--- config.mk ---
export PLATFORM = sky130hd
export DESIGN_NAME = divider_64bit_signed_unsigned_core
export DESIGN_NICKNAME = d
export VERILOG_FILES = /design/src/rtl/core/dvs_pkg.sv /design/src/rtl/core/divider_64bit_signed_unsigned_core.sv /design/src/rtl/core/dvs_negate.sv /design/src/rtl/core/dvs_step.sv
export SDC_FILE = /design/constraint.sdc
export NUM_CORES = 1
export LEC_CHECK = 0
export BUFFER_PORTS_ARGS = -buffer_cell sky130_fd_sc_hd__buf_2
export CAP_MARGIN = 10
export CORE_MARGIN = 4
export CORE_UTILIZATION = 25
export DETAILED_ROUTE_END_ITERATION = 6
export MAX_ROUTING_LAYER = met4
export PLACE_DENSITY = 0.52
export SYNTH_ARGS = -nofsm -noshare
export SYNTH_HDL_FRONTEND = slang
export SYNTH_SLANG_ARGS = --single-unit
--- constraint.sdc ---
create_clock -name aclk -period 7.1 [get_ports aclk]
set_input_delay 2.13 -clock aclk [delete_from_list [all_inputs] [get_ports aclk]]
set_output_delay 2.13 -clock aclk [all_outputs]
set_load 0.005 [all_outputs]
--- src/rtl/core/dvs_pkg.sv ---
`timescale 1ns / 1ps
// ----------------------------------------------------------------------------
// dvs_pkg: shared types for the serial divider core
// Holds the sequencer state encoding.
// ----------------------------------------------------------------------------
package dvs_pkg;

    // Sequencer states of the divider.
    typedef enum logic [2:0] {
        ST_IDLE,
        ST_NEG_A,
        ST_NEG_D,
        ST_DIV,
        ST_NEG_Q,
        ST_NEG_R,
        ST_DONE
    } dvs_state_t;

endpackage

--- src/rtl/core/divider_64bit_signed_unsigned_core.sv ---
`timescale 1ns / 1ps
// ----------------------------------------------------------------------------
// divider_64bit_signed_unsigned_core: serial restoring integer divider
// Unsigned or signed division giving quotient, remainder and a zero flag.
// ----------------------------------------------------------------------------
// Each request takes a dividend, a divisor and an action bit (0 unsigned,
// 1 signed two's complement) and returns one result with the quotient
// truncated toward zero, the remainder (dividend minus quotient times
// divisor, modulo 2^DATA_WIDTH) and a divide-by-zero flag. A zero divisor
// gives an all-ones quotient and the dividend as the remainder. The core
// works on one request at a time. The quotient is resolved one bit per clock
// by a single shift-subtract unit. An unsigned request passes from acceptance
// through the divide loop (ST_DIV) to completion (ST_DONE); a signed request
// also passes ST_NEG_A and ST_NEG_D before the loop and ST_NEG_Q and ST_NEG_R
// after it, because the operand magnitudes and the signed results pass one at
// a time through one shared negation unit. A zero divisor skips the loop.
// The result sits in an output register, so the next request is accepted
// while the previous result still waits to be taken.
// ----------------------------------------------------------------------------
module divider_64bit_signed_unsigned_core #(
    parameter int DATA_WIDTH = 64
) (
    input  logic                  aclk,
    input  logic                  aresetn,
    input  logic                  s_valid,
    output logic                  s_ready,
    input  logic                  s_action,
    input  logic [DATA_WIDTH-1:0] s_dividend,
    input  logic [DATA_WIDTH-1:0] s_divisor,
    output logic                  m_valid,
    input  logic                  m_ready,
    output logic [DATA_WIDTH-1:0] m_quotient,
    output logic [DATA_WIDTH-1:0] m_remainder,
    output logic                  m_divide_by_zero
);

    import dvs_pkg::*;

    localparam int CW = $clog2(DATA_WIDTH);

    dvs_state_t state_reg, state_next;

    // The dividend shift register also collects the quotient: each step
    // shifts one dividend bit out at the top and one quotient bit in below.
    logic [DATA_WIDTH-1:0] a_reg, a_next;
    logic [DATA_WIDTH-1:0] d_reg, d_next;
    logic [DATA_WIDTH-1:0] r_reg, r_next;
    logic [CW-1:0]         cnt_reg, cnt_next;
    logic                  sgn_reg, sgn_next;
    logic                  na_reg, na_next;
    logic                  nd_reg, nd_next;
    logic                  dz_reg, dz_next;

    logic                  m_valid_reg, m_valid_next;
    logic [DATA_WIDTH-1:0] m_quotient_reg, m_quotient_next;
    logic [DATA_WIDTH-1:0] m_remainder_reg, m_remainder_next;
    logic                  m_dz_reg, m_dz_next;

    logic                  s_accept;
    logic                  out_free;
    logic [DATA_WIDTH-1:0] neg_x;
    logic [DATA_WIDTH-1:0] neg_y;
    logic [DATA_WIDTH-1:0] step_r;
    logic                  step_q;

    assign s_ready          = (state_reg == ST_IDLE);
    assign s_accept         = s_valid && s_ready;
    assign out_free         = !m_valid_reg || m_ready;
    assign m_valid          = m_valid_reg;
    assign m_quotient       = m_quotient_reg;
    assign m_remainder      = m_remainder_reg;
    assign m_divide_by_zero = m_dz_reg;

    // The negation unit sees whichever word the current state works on.
    always_comb begin
        unique case (state_reg)
            ST_NEG_D: neg_x = d_reg;
            ST_NEG_R: neg_x = r_reg;
            default:  neg_x = a_reg;
        endcase
    end

    dvs_negate #(.W(DATA_WIDTH)) u_negate (
        .x_in  (neg_x),
        .y_out (neg_y)
    );

    dvs_step #(.W(DATA_WIDTH)) u_step (
        .r_in   (r_reg),
        .bit_in (a_reg[DATA_WIDTH-1]),
        .d_in   (d_reg),
        .r_out  (step_r),
        .q_bit  (step_q)
    );

    // Next-state logic of the sequencer.
    always_comb begin
        state_next = state_reg;
        unique case (state_reg)
            ST_IDLE: begin
                if (s_accept) begin
                    if (s_divisor == '0) begin
                        state_next = ST_DONE;
                    end else if (s_action) begin
                        state_next = ST_NEG_A;
                    end else begin
                        state_next = ST_DIV;
                    end
                end
            end
            ST_NEG_A: state_next = ST_NEG_D;
            ST_NEG_D: state_next = ST_DIV;
            ST_DIV: begin
                if (cnt_reg == '0) begin
                    state_next = sgn_reg ? ST_NEG_Q : ST_DONE;
                end
            end
            ST_NEG_Q: state_next = ST_NEG_R;
            ST_NEG_R: state_next = ST_DONE;
            ST_DONE: begin
                if (out_free) begin
                    state_next = ST_IDLE;
                end
            end
            default: state_next = ST_IDLE;
        endcase
    end

    // Datapath and output register updates for each state.
    always_comb begin
        a_next           = a_reg;
        d_next           = d_reg;
        r_next           = r_reg;
        cnt_next         = cnt_reg;
        sgn_next         = sgn_reg;
        na_next          = na_reg;
        nd_next          = nd_reg;
        dz_next          = dz_reg;
        m_valid_next     = m_valid_reg && !m_ready;
        m_quotient_next  = m_quotient_reg;
        m_remainder_next = m_remainder_reg;
        m_dz_next        = m_dz_reg;
        unique case (state_reg)
            ST_IDLE: begin
                if (s_accept) begin
                    d_next   = s_divisor;
                    sgn_next = s_action;
                    na_next  = s_action && s_dividend[DATA_WIDTH-1];
                    nd_next  = s_action && s_divisor[DATA_WIDTH-1];
                    cnt_next = CW'(DATA_WIDTH - 1);
                    if (s_divisor == '0) begin
                        // Zero divisor: the answer is known at once.
                        dz_next = 1'b1;
                        a_next  = '1;
                        r_next  = s_dividend;
                    end else begin
                        dz_next = 1'b0;
                        a_next  = s_dividend;
                        r_next  = '0;
                    end
                end
            end
            ST_NEG_A: begin
                if (na_reg) begin
                    a_next = neg_y;
                end
            end
            ST_NEG_D: begin
                if (nd_reg) begin
                    d_next = neg_y;
                end
            end
            ST_DIV: begin
                a_next   = {a_reg[DATA_WIDTH-2:0], step_q};
                r_next   = step_r;
                cnt_next = cnt_reg - 1'b1;
            end
            ST_NEG_Q: begin
                // The quotient is negative when the operand signs differ.
                if (na_reg != nd_reg) begin
                    a_next = neg_y;
                end
            end
            ST_NEG_R: begin
                // The remainder takes the sign of the dividend.
                if (na_reg) begin
                    r_next = neg_y;
                end
            end
            ST_DONE: begin
                if (out_free) begin
                    m_valid_next     = 1'b1;
                    m_quotient_next  = a_reg;
                    m_remainder_next = r_reg;
                    m_dz_next        = dz_reg;
                end
            end
            default: ;
        endcase
    end

    always_ff @(posedge aclk) begin
        if (!aresetn) begin
            state_reg   <= ST_IDLE;
            m_valid_reg <= 1'b0;
        end else begin
            state_reg   <= state_next;
            m_valid_reg <= m_valid_next;
        end
    end

    always_ff @(posedge aclk) begin
        a_reg           <= a_next;
        d_reg           <= d_next;
        r_reg           <= r_next;
        cnt_reg         <= cnt_next;
        sgn_reg         <= sgn_next;
        na_reg          <= na_next;
        nd_reg          <= nd_next;
        dz_reg          <= dz_next;
        m_quotient_reg  <= m_quotient_next;
        m_remainder_reg <= m_remainder_next;
        m_dz_reg        <= m_dz_next;
    end

    // A request with a zero divisor skips the iterations entirely.
    a_zero_skip: assert property (@(posedge aclk) disable iff (!aresetn)
        (s_accept && s_divisor == '0) |=> (state_reg == ST_DONE))
        else $error("zero divisor request did not go straight to completion");

    // The last iteration leaves the divide loop.
    a_div_exit: assert property (@(posedge aclk) disable iff (!aresetn)
        (state_reg == ST_DIV && cnt_reg == '0) |=>
        (state_reg == ST_NEG_Q || state_reg == ST_DONE))
        else $error("divide loop did not end after the last quotient bit");

    // A result appears only out of the completion state.
    a_result_src: assert property (@(posedge aclk) disable iff (!aresetn)
        $rose(m_valid_reg) |-> $past(state_reg == ST_DONE))
        else $error("result offered without a finished division");

    // A flagged result always carries the all-ones quotient.
    a_dz_quot: assert property (@(posedge aclk) disable iff (!aresetn)
        (m_valid_reg && m_dz_reg) |-> (m_quotient_reg == '1))
        else $error("divide-by-zero result with wrong quotient");

endmodule

--- src/rtl/core/dvs_negate.sv ---
`timescale 1ns / 1ps
// ----------------------------------------------------------------------------
// dvs_negate: shared two's complement negation unit
// Negates one operand word; the sequencer time-shares it across operands.
// ----------------------------------------------------------------------------
module dvs_negate #(
    parameter int W = 64
) (
    input  logic [W-1:0] x_in,
    output logic [W-1:0] y_out
);

    assign y_out = {W{1'b0}} - x_in;

endmodule

--- src/rtl/core/dvs_step.sv ---
`timescale 1ns / 1ps
// ----------------------------------------------------------------------------
// dvs_step: one restoring division step
// Shifts the next dividend bit into the partial remainder and subtracts the
// divisor when the result does not borrow.
// ----------------------------------------------------------------------------
module dvs_step #(
    parameter int W = 64
) (
    input  logic [W-1:0] r_in,
    input  logic         bit_in,
    input  logic [W-1:0] d_in,
    output logic [W-1:0] r_out,
    output logic         q_bit
);

    logic [W:0] shifted;
    logic [W:0] diff;

    assign shifted = {r_in, bit_in};
    assign diff    = shifted - {1'b0, d_in};
    // No borrow means the shifted remainder was at least the divisor.
    assign q_bit   = ~diff[W];
    assign r_out   = q_bit ? diff[W-1:0] : shifted[W-1:0];

endmodule
==> insert_results.sql, run 1 <==
INSERT INTO impl_metrics (metric_group, metric, value, unit) VALUES
('run_status', 'status', 'finished, final reports clean', ''),
('cts', 'clock_path_buffers', '3', ''),
('placement', 'post_dp_cell_area', '0.0242', 'sq mm'),
('power_and_ir_drop', 'ir_worst_vdd', '0.191', 'mV'),
('setup_path', 'regToRegEndpoint', 'r_reg[49]', ''),
('cts', 'clk_pin_slew_worst_paths', '0.06', 'ns'),
('detailed_routing', 'drt.antenna.violating_nets', '0', ''),
('sta', 'worstMarginPinSlew', '1.23', 'ns'),
('setup_path', 'crit_path_end_kind', 'flip-flop', ''),
('final_layout', 'areaGrowthSynthToFinish', '18.0', '%'),
('floorplan', 'chipHeight', '303', 'um'),
('cts', 'clk_root_buffer_cell', 'sky130_fd_sc_hd__clkbuf_16', ''),
('synthesis', 'synthDominantAreaCellType', 'sky130_fd_sc_hd__edfxtp_1', ''),
('final_layout', 'multiInputGateArea', '0.0107', 'sq mm'),
('power_and_ir_drop', 'leakage', '0.00926', 'uW'),
('synthesis', 'netlist-cell-type-count', '72', ''),
('setup_path', 'worst_r2r_path_depth', '14', ''),
('power_and_ir_drop', 'intPower', '4870', 'uW'),
('sta', 'max-slew-margin-rel', '0.181', ''),
('floorplan', 'initial_core_util', '0.254', ''),
('final_layout', 'drive_above_1_share', '0.171', ''),
('power_and_ir_drop', 'power.density_cell_area', '308', 'mW/mm^2'),
('detailed_routing', 'wl_final', '88600', 'um'),
('global_routing', 'grt_ovf', '0', ''),
('detailed_routing', 'route.detailed.drc', '0', ''),
('detailed_routing', 'dr.first_iter.drc_count', '1818', ''),
('setup_path', 'setup.worst_path.start_class', 'input pin', ''),
('synthesis', 'share_of_the_synthesized_area_in_compound_gates_ao_oa_aoi_oai', '0.221', ''),
('global_routing', 'global_route_wire_length_before_repair', '127000', 'um'),
('sta', 'finalSetupViolCount', '0', ''),
('synthesis', 'yosysWarnings', '0', ''),
('final_layout', 'design.final.nets', '2648', ''),
('cts', 'tritoncts', 'done', ''),
('sta', 'final_hold_viol_count', '0', ''),
('global_routing', 'grt_start_max_net_pins', '81', ''),
('synthesis', 'post-synth-top-count-cell', 'sky130_fd_sc_hd__edfxtp_1', ''),
('power_and_ir_drop', 'p_switching', '3010', 'uW'),
('flow_run', 'timing.max_cap.violations', '0', ''),
('setup_path', 'worst_ep_required_time', '7.63', 'ns'),
('synthesis', 'async_reset_ff_frac', '0', ''),
('placement', 'place.detailed.hpwl', '63300', 'um'),
('floorplan', 'die_area', '0.0917', 'sq mm'),
('setup_path', 'setup.reg_to_reg.worst_slack', '2.01', 'ns'),
('synthesis', 'synth_top_cells_by_area', 'sky130_fd_sc_hd__edfxtp_1 (46%), sky130_fd_sc_hd__o21ai_0 (5.5%), sky130_fd_sc_hd__nand2_1 (5.1%), sky130_fd_sc_hd__ha_1 (3.9%), sky130_fd_sc_hd__o211ai_1 (3.5%)', ''),
('cts', 'htree_num_levels', '2', ''),
('sta', 'rsz_0062_raised_after_global_routing', 'false', ''),
('placement', 'place.port_buffers', '263', ''),
('synthesis', 'mappedNetlistArea', '0.0217', 'sq mm'),
('worst_hold_path', 'hold_crit_endpoint', 'm_divide_by_zero', ''),
('cts', 'hold_buffers', '0', ''),
('floorplan', 'io_pins', '264', ''),
('cts', 'clock_insertion_delay_worst_skew', '0.59', 'ns'),
('sta', 'fin_worst_skew', '0.0439', 'ns'),
('synthesis', 'synth_simple_gate_area_share', '0.160', ''),
('synthesis', 'mappedNetlistNets', '2459', ''),
('sta', 'period_needed', '5.38', 'ns'),
('global_routing', 'vias_in_the_first_global_route', '18400', ''),
('floorplan', 'row_count', '107', ''),
('detailed_routing', 'avgViaCountPerCell', '5.33', ''),
('cts', 'post_cts_gate_resize_count', '0', ''),
('global_routing', 'grt_antenna_before_repair', '22', ''),
('synthesis', 'synth.yosys.seq_area_share', '0.461', ''),
('final_layout', 'fillCellCount', '9120', ''),
('synthesis', 'synth-edff-count', '331', ''),
('sta', 'clock.fmax', '186', 'MHz'),
('synthesis', 'post_synth_xor_area_fraction', '0.0500', ''),
('final_layout', 'design_area', '0.0256', 'sq mm'),
('worst_hold_path', 'hold_start', 'dz_reg', ''),
('power_and_ir_drop', 'share_of_total_power_in_sequential_cells', '0.360', ''),
('setup_path', 'crit_arrival', '5.91', 'ns'),
('sta', 'final_max_slew_violation_count', '0', '');
cells by family after synthesis:
logic type / count (synthesis)
buffers and inverters: 254
DFF: 335
xor gates and xnor gates: 124
muxes: 40
and+or+nand+nor: 716
adders and majority gates: 68
AOI/OAI and AO/OA: 721
worst max-delay path, cell delays in order:
cell and delay [ns]:
sky130_fd_sc_hd__buf_2 0.12, sky130_fd_sc_hd__nor4_2 0.98, sky130_fd_sc_hd__nand4_1 0.67, sky130_fd_sc_hd__nor4_2 0.52, sky130_fd_sc_hd__buf_4 0.78, sky130_fd_sc_hd__nand3b_1 0.14, sky130_fd_sc_hd__a21oi_1 0.17, sky130_fd_sc_hd__nor2_1 0.05
sky130_fd_sc_hd__nor2_1 0.12, sky130_fd_sc_hd__o21a_1 0.11
worst max path at each step:
stage,start,end,slack (ns),cells after the start
global route,s_divisor[28],r_reg[52],1.53,9
floorplan,m_ready,m_divide_by_zero,1.33,2
detailed placement,s_divisor[28],r_reg[51],1.23,8
finish,s_divisor[28],state_reg[2],1.72,10
CTS,s_divisor[28],r_reg[51],1.84,8
global placement,s_divisor[28],state_reg[2],0.63,10
final cells by class:
class                      instances  area share
antenna                           16     0.00156
clock buffer                      47      0.0426
clock inverter                    31      0.0125
inverter                          93      0.0136
multi-input combinational       1669       0.418
sequential                       335       0.391
tap                             1144      0.0558
timing repair buffer             305      0.0645
power groups by stage:
stage	Combinational, uW	Sequential [uW]	Clock [uW]
final	2790	2840	2260
after global routing	3050	2860	2380
after CTS	2780	2830	2310
after detailed placement	2770	2870	0
after global placement	2760	2880	0
after floorplan	2010	2730	0
placed cells by master, fill, tap and decap left out, types with 19 or more instances in the layout:
cell	netlist	routed
sky130_fd_sc_hd__edfxtp_1	331	331
sky130_fd_sc_hd__nand2_1	293	291
sky130_fd_sc_hd__buf_2	34	264
sky130_fd_sc_hd__o21ai_0	239	238
sky130_fd_sc_hd__o211ai_1	102	102
sky130_fd_sc_hd__inv_1	93	92
sky130_fd_sc_hd__a21oi_1	93	92
sky130_fd_sc_hd__nor2_1	90	90
sky130_fd_sc_hd__nor3_1	82	82
sky130_fd_sc_hd__xnor2_1	77	76
sky130_fd_sc_hd__ha_1	67	67
sky130_fd_sc_hd__nor2b_1	52	52
sky130_fd_sc_hd__xor2_1	47	47
sky130_fd_sc_hd__o221ai_1	43	43
sky130_fd_sc_hd__clkbuf_16	0	43
sky130_fd_sc_hd__or3_1	42	42
sky130_fd_sc_hd__o22a_1	40	40
sky130_fd_sc_hd__mux2i_1	40	40
sky130_fd_sc_hd__buf_4	2	39
sky130_fd_sc_hd__nand4_1	36	36
sky130_fd_sc_hd__nand3_1	25	25
sky130_fd_sc_hd__a21o_1	27	25
sky130_fd_sc_hd__o22ai_1	23	23
sky130_fd_sc_hd__and3_1	24	22
sky130_fd_sc_hd__nor4_1	22	19
routing by layer:
layer  part of all wire  global-route usage  vias to the layer above  routed length, um
met3              0.084              0.0449                      100               7460
li1                   -                   -                     8930                  -
met5                  0                   -                        -                  0
met1               0.44               0.254                     9564              38700
met4              0.020              0.0420                        0               1750
met2               0.46               0.300                      795              40700
metrics by stage:
stage | total power, uW | instances | hold slack [ns] | setup WS (ns) | util
final | 7880 | 3640 | 0.476 | 1.72 | 0.299
after global routing | 8290 | 3640 | 0.488 | 1.53 | 0.299
after CTS | 7930 | 3624 | 0.470 | 1.84 | 0.299
after detailed placement | 5640 | 3546 | 0.426 | 1.23 | 0.282
after global placement | 5640 | 3544 | 0.457 | 0.630 | 0.282
after floorplan | 4740 | 2258 | 0.400 | 1.33 | -
Power figures use the tool's default switching activity.
==> run 2, diff against run 1 <==
--- a/config.mk
+++ b/config.mk
@@ -11,7 +11,7 @@
 export CORE_UTILIZATION = 25
 export DETAILED_ROUTE_END_ITERATION = 6
 export MAX_ROUTING_LAYER = met4
-export PLACE_DENSITY = 0.52
+export PLACE_DENSITY = 0.51
 export SYNTH_ARGS = -nofsm -noshare
 export SYNTH_HDL_FRONTEND = slang
 export SYNTH_SLANG_ARGS = --single-unit
==> constraint.sdc (replaced) <==
create_clock -name aclk -period 5.1 [get_ports aclk]
set_input_delay 1.53 -clock aclk [delete_from_list [all_inputs] [get_ports aclk]]
set_output_delay 1.53 -clock aclk [all_outputs]
set_load 0.005 [all_outputs]
==> insert_results.sql, run 2 (same netlist as run 1, synthesis figures left out) <==
INSERT INTO impl_metrics (metric_group, metric, value, unit) VALUES
('setup_path', 'setup.reg_to_reg.worst_slack', '0.52', 'ns'),
('setup_path', 'crit_path_end_kind', 'flip-flop', ''),
('cts', 'clock_path_buffers', '3', ''),
('worst_hold_path', 'min_path_type', 'reg -> reg', ''),
('final_layout', 'mostFrequentLayoutCell', 'sky130_fd_sc_hd__edfxtp_1', ''),
('sta', 'period_needed', '4.58', 'ns'),
('power_and_ir_drop', 'leakage', '0.00937', 'uW'),
('floorplan', 'core-area', '0.0857', 'sq mm'),
('worst_hold_path', 'hold_start', 'dz_reg', ''),
('placement', 'gp_congestion', '0.923', ''),
('floorplan', 'chipHeight', '303', 'um'),
('cts', 'clk_root_buffer_cell', 'sky130_fd_sc_hd__clkbuf_16', ''),
('global_routing', 'global_route_wire_length_before_repair', '130000', 'um'),
('setup_path', 'setup.worst_path.start_class', 'flip-flop', ''),
('detailed_routing', 'maxUsedRoutingLayer', 'met4', ''),
('floorplan', 'floorplan.die.width', '303', 'um'),
('sta', 'final_critical_path_setup_slack', '0.522', 'ns'),
('setup_path', 'regToRegEndpoint', 'r_reg[49]', ''),
('worst_hold_path', 'timing.hold.worst_path_depth', '0', ''),
('final_layout', 'fillCellCount', '9124', ''),
('power_and_ir_drop', 'ir_worst_vdd', '0.192', 'mV'),
('cts', 'post_cts_gate_resize_count', '0', ''),
('detailed_routing', 'wl_met3', '8540', 'um'),
('final_layout', 'drive_above_1_share', '0.175', ''),
('sta', 'rsz_0062_raised_after_global_routing', 'false', ''),
('sta', 'timing.setup.tns', '0', 'ns'),
('detailed_routing', 'vias', '19400', ''),
('final_layout', 'design.final.nets', '2664', ''),
('global_routing', 'groute.usage.overall', '0.196', ''),
('final_layout', 'areaGrowthSynthToFinish', '19.0', '%'),
('floorplan', 'row_count', '107', ''),
('floorplan', 'die_area', '0.0917', 'sq mm'),
('run_status', 'status', 'finished, final reports clean', ''),
('placement', 'place.detailed.hpwl', '64800', 'um'),
('detailed_routing', 'avgViaCountPerCell', '5.32', ''),
('cts', 'total_cts_buffers', '43', ''),
('floorplan', 'initial_core_util', '0.254', ''),
('setup_path', 'critPathMaxFanout', '25', ''),
('sta', 'fin_worst_skew', '0.0312', 'ns'),
('detailed_routing', 'route.detailed.drc', '0', ''),
('cts', 'tritoncts', 'done', ''),
('cts', 'tritoncts_num_sinks', '335', ''),
('global_routing', 'grt_start_max_net_pins', '98', ''),
('cts', 'clk_pin_slew_worst_paths', '0.06', 'ns'),
('detailed_routing', 'number_of_search_and_repair_iterations_in_the_first_detailed_routing_pass', '6', ''),
('setup_path', 'r2r_start', 'state_reg[1]', ''),
('placement', 'place.port_buffers', '263', ''),
('worst_hold_path', 'hold_crit_endpoint', 'm_divide_by_zero', ''),
('placement', 'dp_slack', '0.513', 'ns'),
('cts', 'clock_insertion_delay_worst_skew', '0.59', 'ns'),
('sta', 'clock.fmax', '218', 'MHz'),
('power_and_ir_drop', 'power.density_cell_area', '429', 'mW/mm^2'),
('setup_path', 'worst_r2r_path_depth', '13', ''),
('sta', 'worstMarginPinSlew', '1.16', 'ns'),
('detailed_routing', 'detail_route.wl_per_cell', '24.5', 'um'),
('sta', 'final_hold_viol_count', '0', ''),
('detailed_routing', 'dr.first_iter.drc_count', '1827', ''),
('cts', 'post_cts_repair_setup_buffers', '0', ''),
('global_routing', 'grt_antenna_before_repair', '19', ''),
('sta', 'final_max_slew_violation_count', '0', ''),
('setup_path', 'crit_arrival', '4.92', 'ns'),
('global_routing', 'vias_in_the_first_global_route', '19000', ''),
('sta', 'layout_worst_path_cycle_share', '0.898', ''),
('cts', 'hold_buffers', '0', ''),
('floorplan', 'io_pins', '264', ''),
('sta', 'max-slew-margin-rel', '0.219', ''),
('setup_path', 'worstSetupPathType', 'reg -> reg', ''),
('flow_run', 'timing.max_cap.violations', '0', ''),
('detailed_routing', 'wl_met1', '38200', 'um'),
('detailed_routing', 'dr_wl_met2', '40600', 'um'),
('cts', 'htree_num_levels', '2', ''),
('global_routing', 'grt_ovf', '0', ''),
('detailed_routing', 'drt.antenna.violating_nets', '0', ''),
('setup_path', 'worst_ep_required_time', '5.44', 'ns'),
('sta', 'finalSetupViolCount', '0', ''),
('detailed_routing', 'wl_final', '89700', 'um'),
('final_layout', 'layout_common_cells', 'sky130_fd_sc_hd__edfxtp_1 (331), sky130_fd_sc_hd__nand2_1 (291), sky130_fd_sc_hd__buf_2 (263), sky130_fd_sc_hd__o21ai_0 (238), sky130_fd_sc_hd__o211ai_1 (102)', '');
run 2: per-stage QoR:
stage | total power [uW] | cell area (sq um) | cells | util | hold slack (ns)
final | 11100 | 25900 | 3655 | 0.302 | 0.456
after floorplan | 6590 | 21700 | 2258 | - | 0.400
after global routing | 11700 | 25900 | 3651 | 0.302 | 0.454
after detailed placement | 7930 | 24400 | 3562 | 0.285 | 0.415
after CTS | 11200 | 25800 | 3640 | 0.301 | 0.442
after global placement | 7930 | 24400 | 3562 | 0.285 | 0.435
run 2: cell type report:
cell class              count  area (sq um)  share of cell area
flip-flops and latches    335         10000               0.388
inverters                  93           349              0.0135
repair buffers            321          1860              0.0721
clock inverters            18           216             0.00837
diodes                     15          37.5             0.00145
multi-input cells        1669         10700               0.414
well taps                1144          1430              0.0553
clock buffers              60          1230              0.0476
run 2: metal layers:
layer	vias to the layer above	track usage
met2	808	0.304
met3	124	0.0512
met1	9544	0.254
li1	8957	-
met5	-	-
met4	0	0.0524
run 2: worst max path at each step:
stage | slack, ns | end | from
final | 0.52 | r_reg[49] | state_reg[1]
after global routing | 0.29 | r_reg[49] | state_reg[1]
after CTS | 0.51 | r_reg[49] | state_reg[1]
after detailed placement | 0.51 | r_reg[49] | state_reg[1]
after global placement | 0.56 | r_reg[49] | state_reg[1]
after floorplan | 0.15 | a_reg[0] | s_valid
run 2: power by group:
| part | internal (uW) | switching (uW) | total, uW |
|---|---|---|---|
| sequential | 3540 | 413 | 3950 |
| clock | 1890 | 1300 | 3200 |
| combinational | 1460 | 2490 | 3950 |
| total | 6890 | 4210 | 11100 |
run 2: critical path, stage by stage, from the launching register on:
cell	delay [ns]
sky130_fd_sc_hd__dfxtp_2	0.33
sky130_fd_sc_hd__nand2b_2	0.55
sky130_fd_sc_hd__buf_4	0.37
sky130_fd_sc_hd__o22a_1	0.18
sky130_fd_sc_hd__o211ai_1	0.37
sky130_fd_sc_hd__nand3_1	0.30
sky130_fd_sc_hd__nor4_4	0.39
sky130_fd_sc_hd__and3_1	0.52
sky130_fd_sc_hd__nand2_1	0.29
sky130_fd_sc_hd__buf_4	0.28
sky130_fd_sc_hd__nor2_1	0.16
sky130_fd_sc_hd__xnor2_1	0.19
sky130_fd_sc_hd__o21ai_0	0.13
sky130_fd_sc_hd__a221o_1	0.27
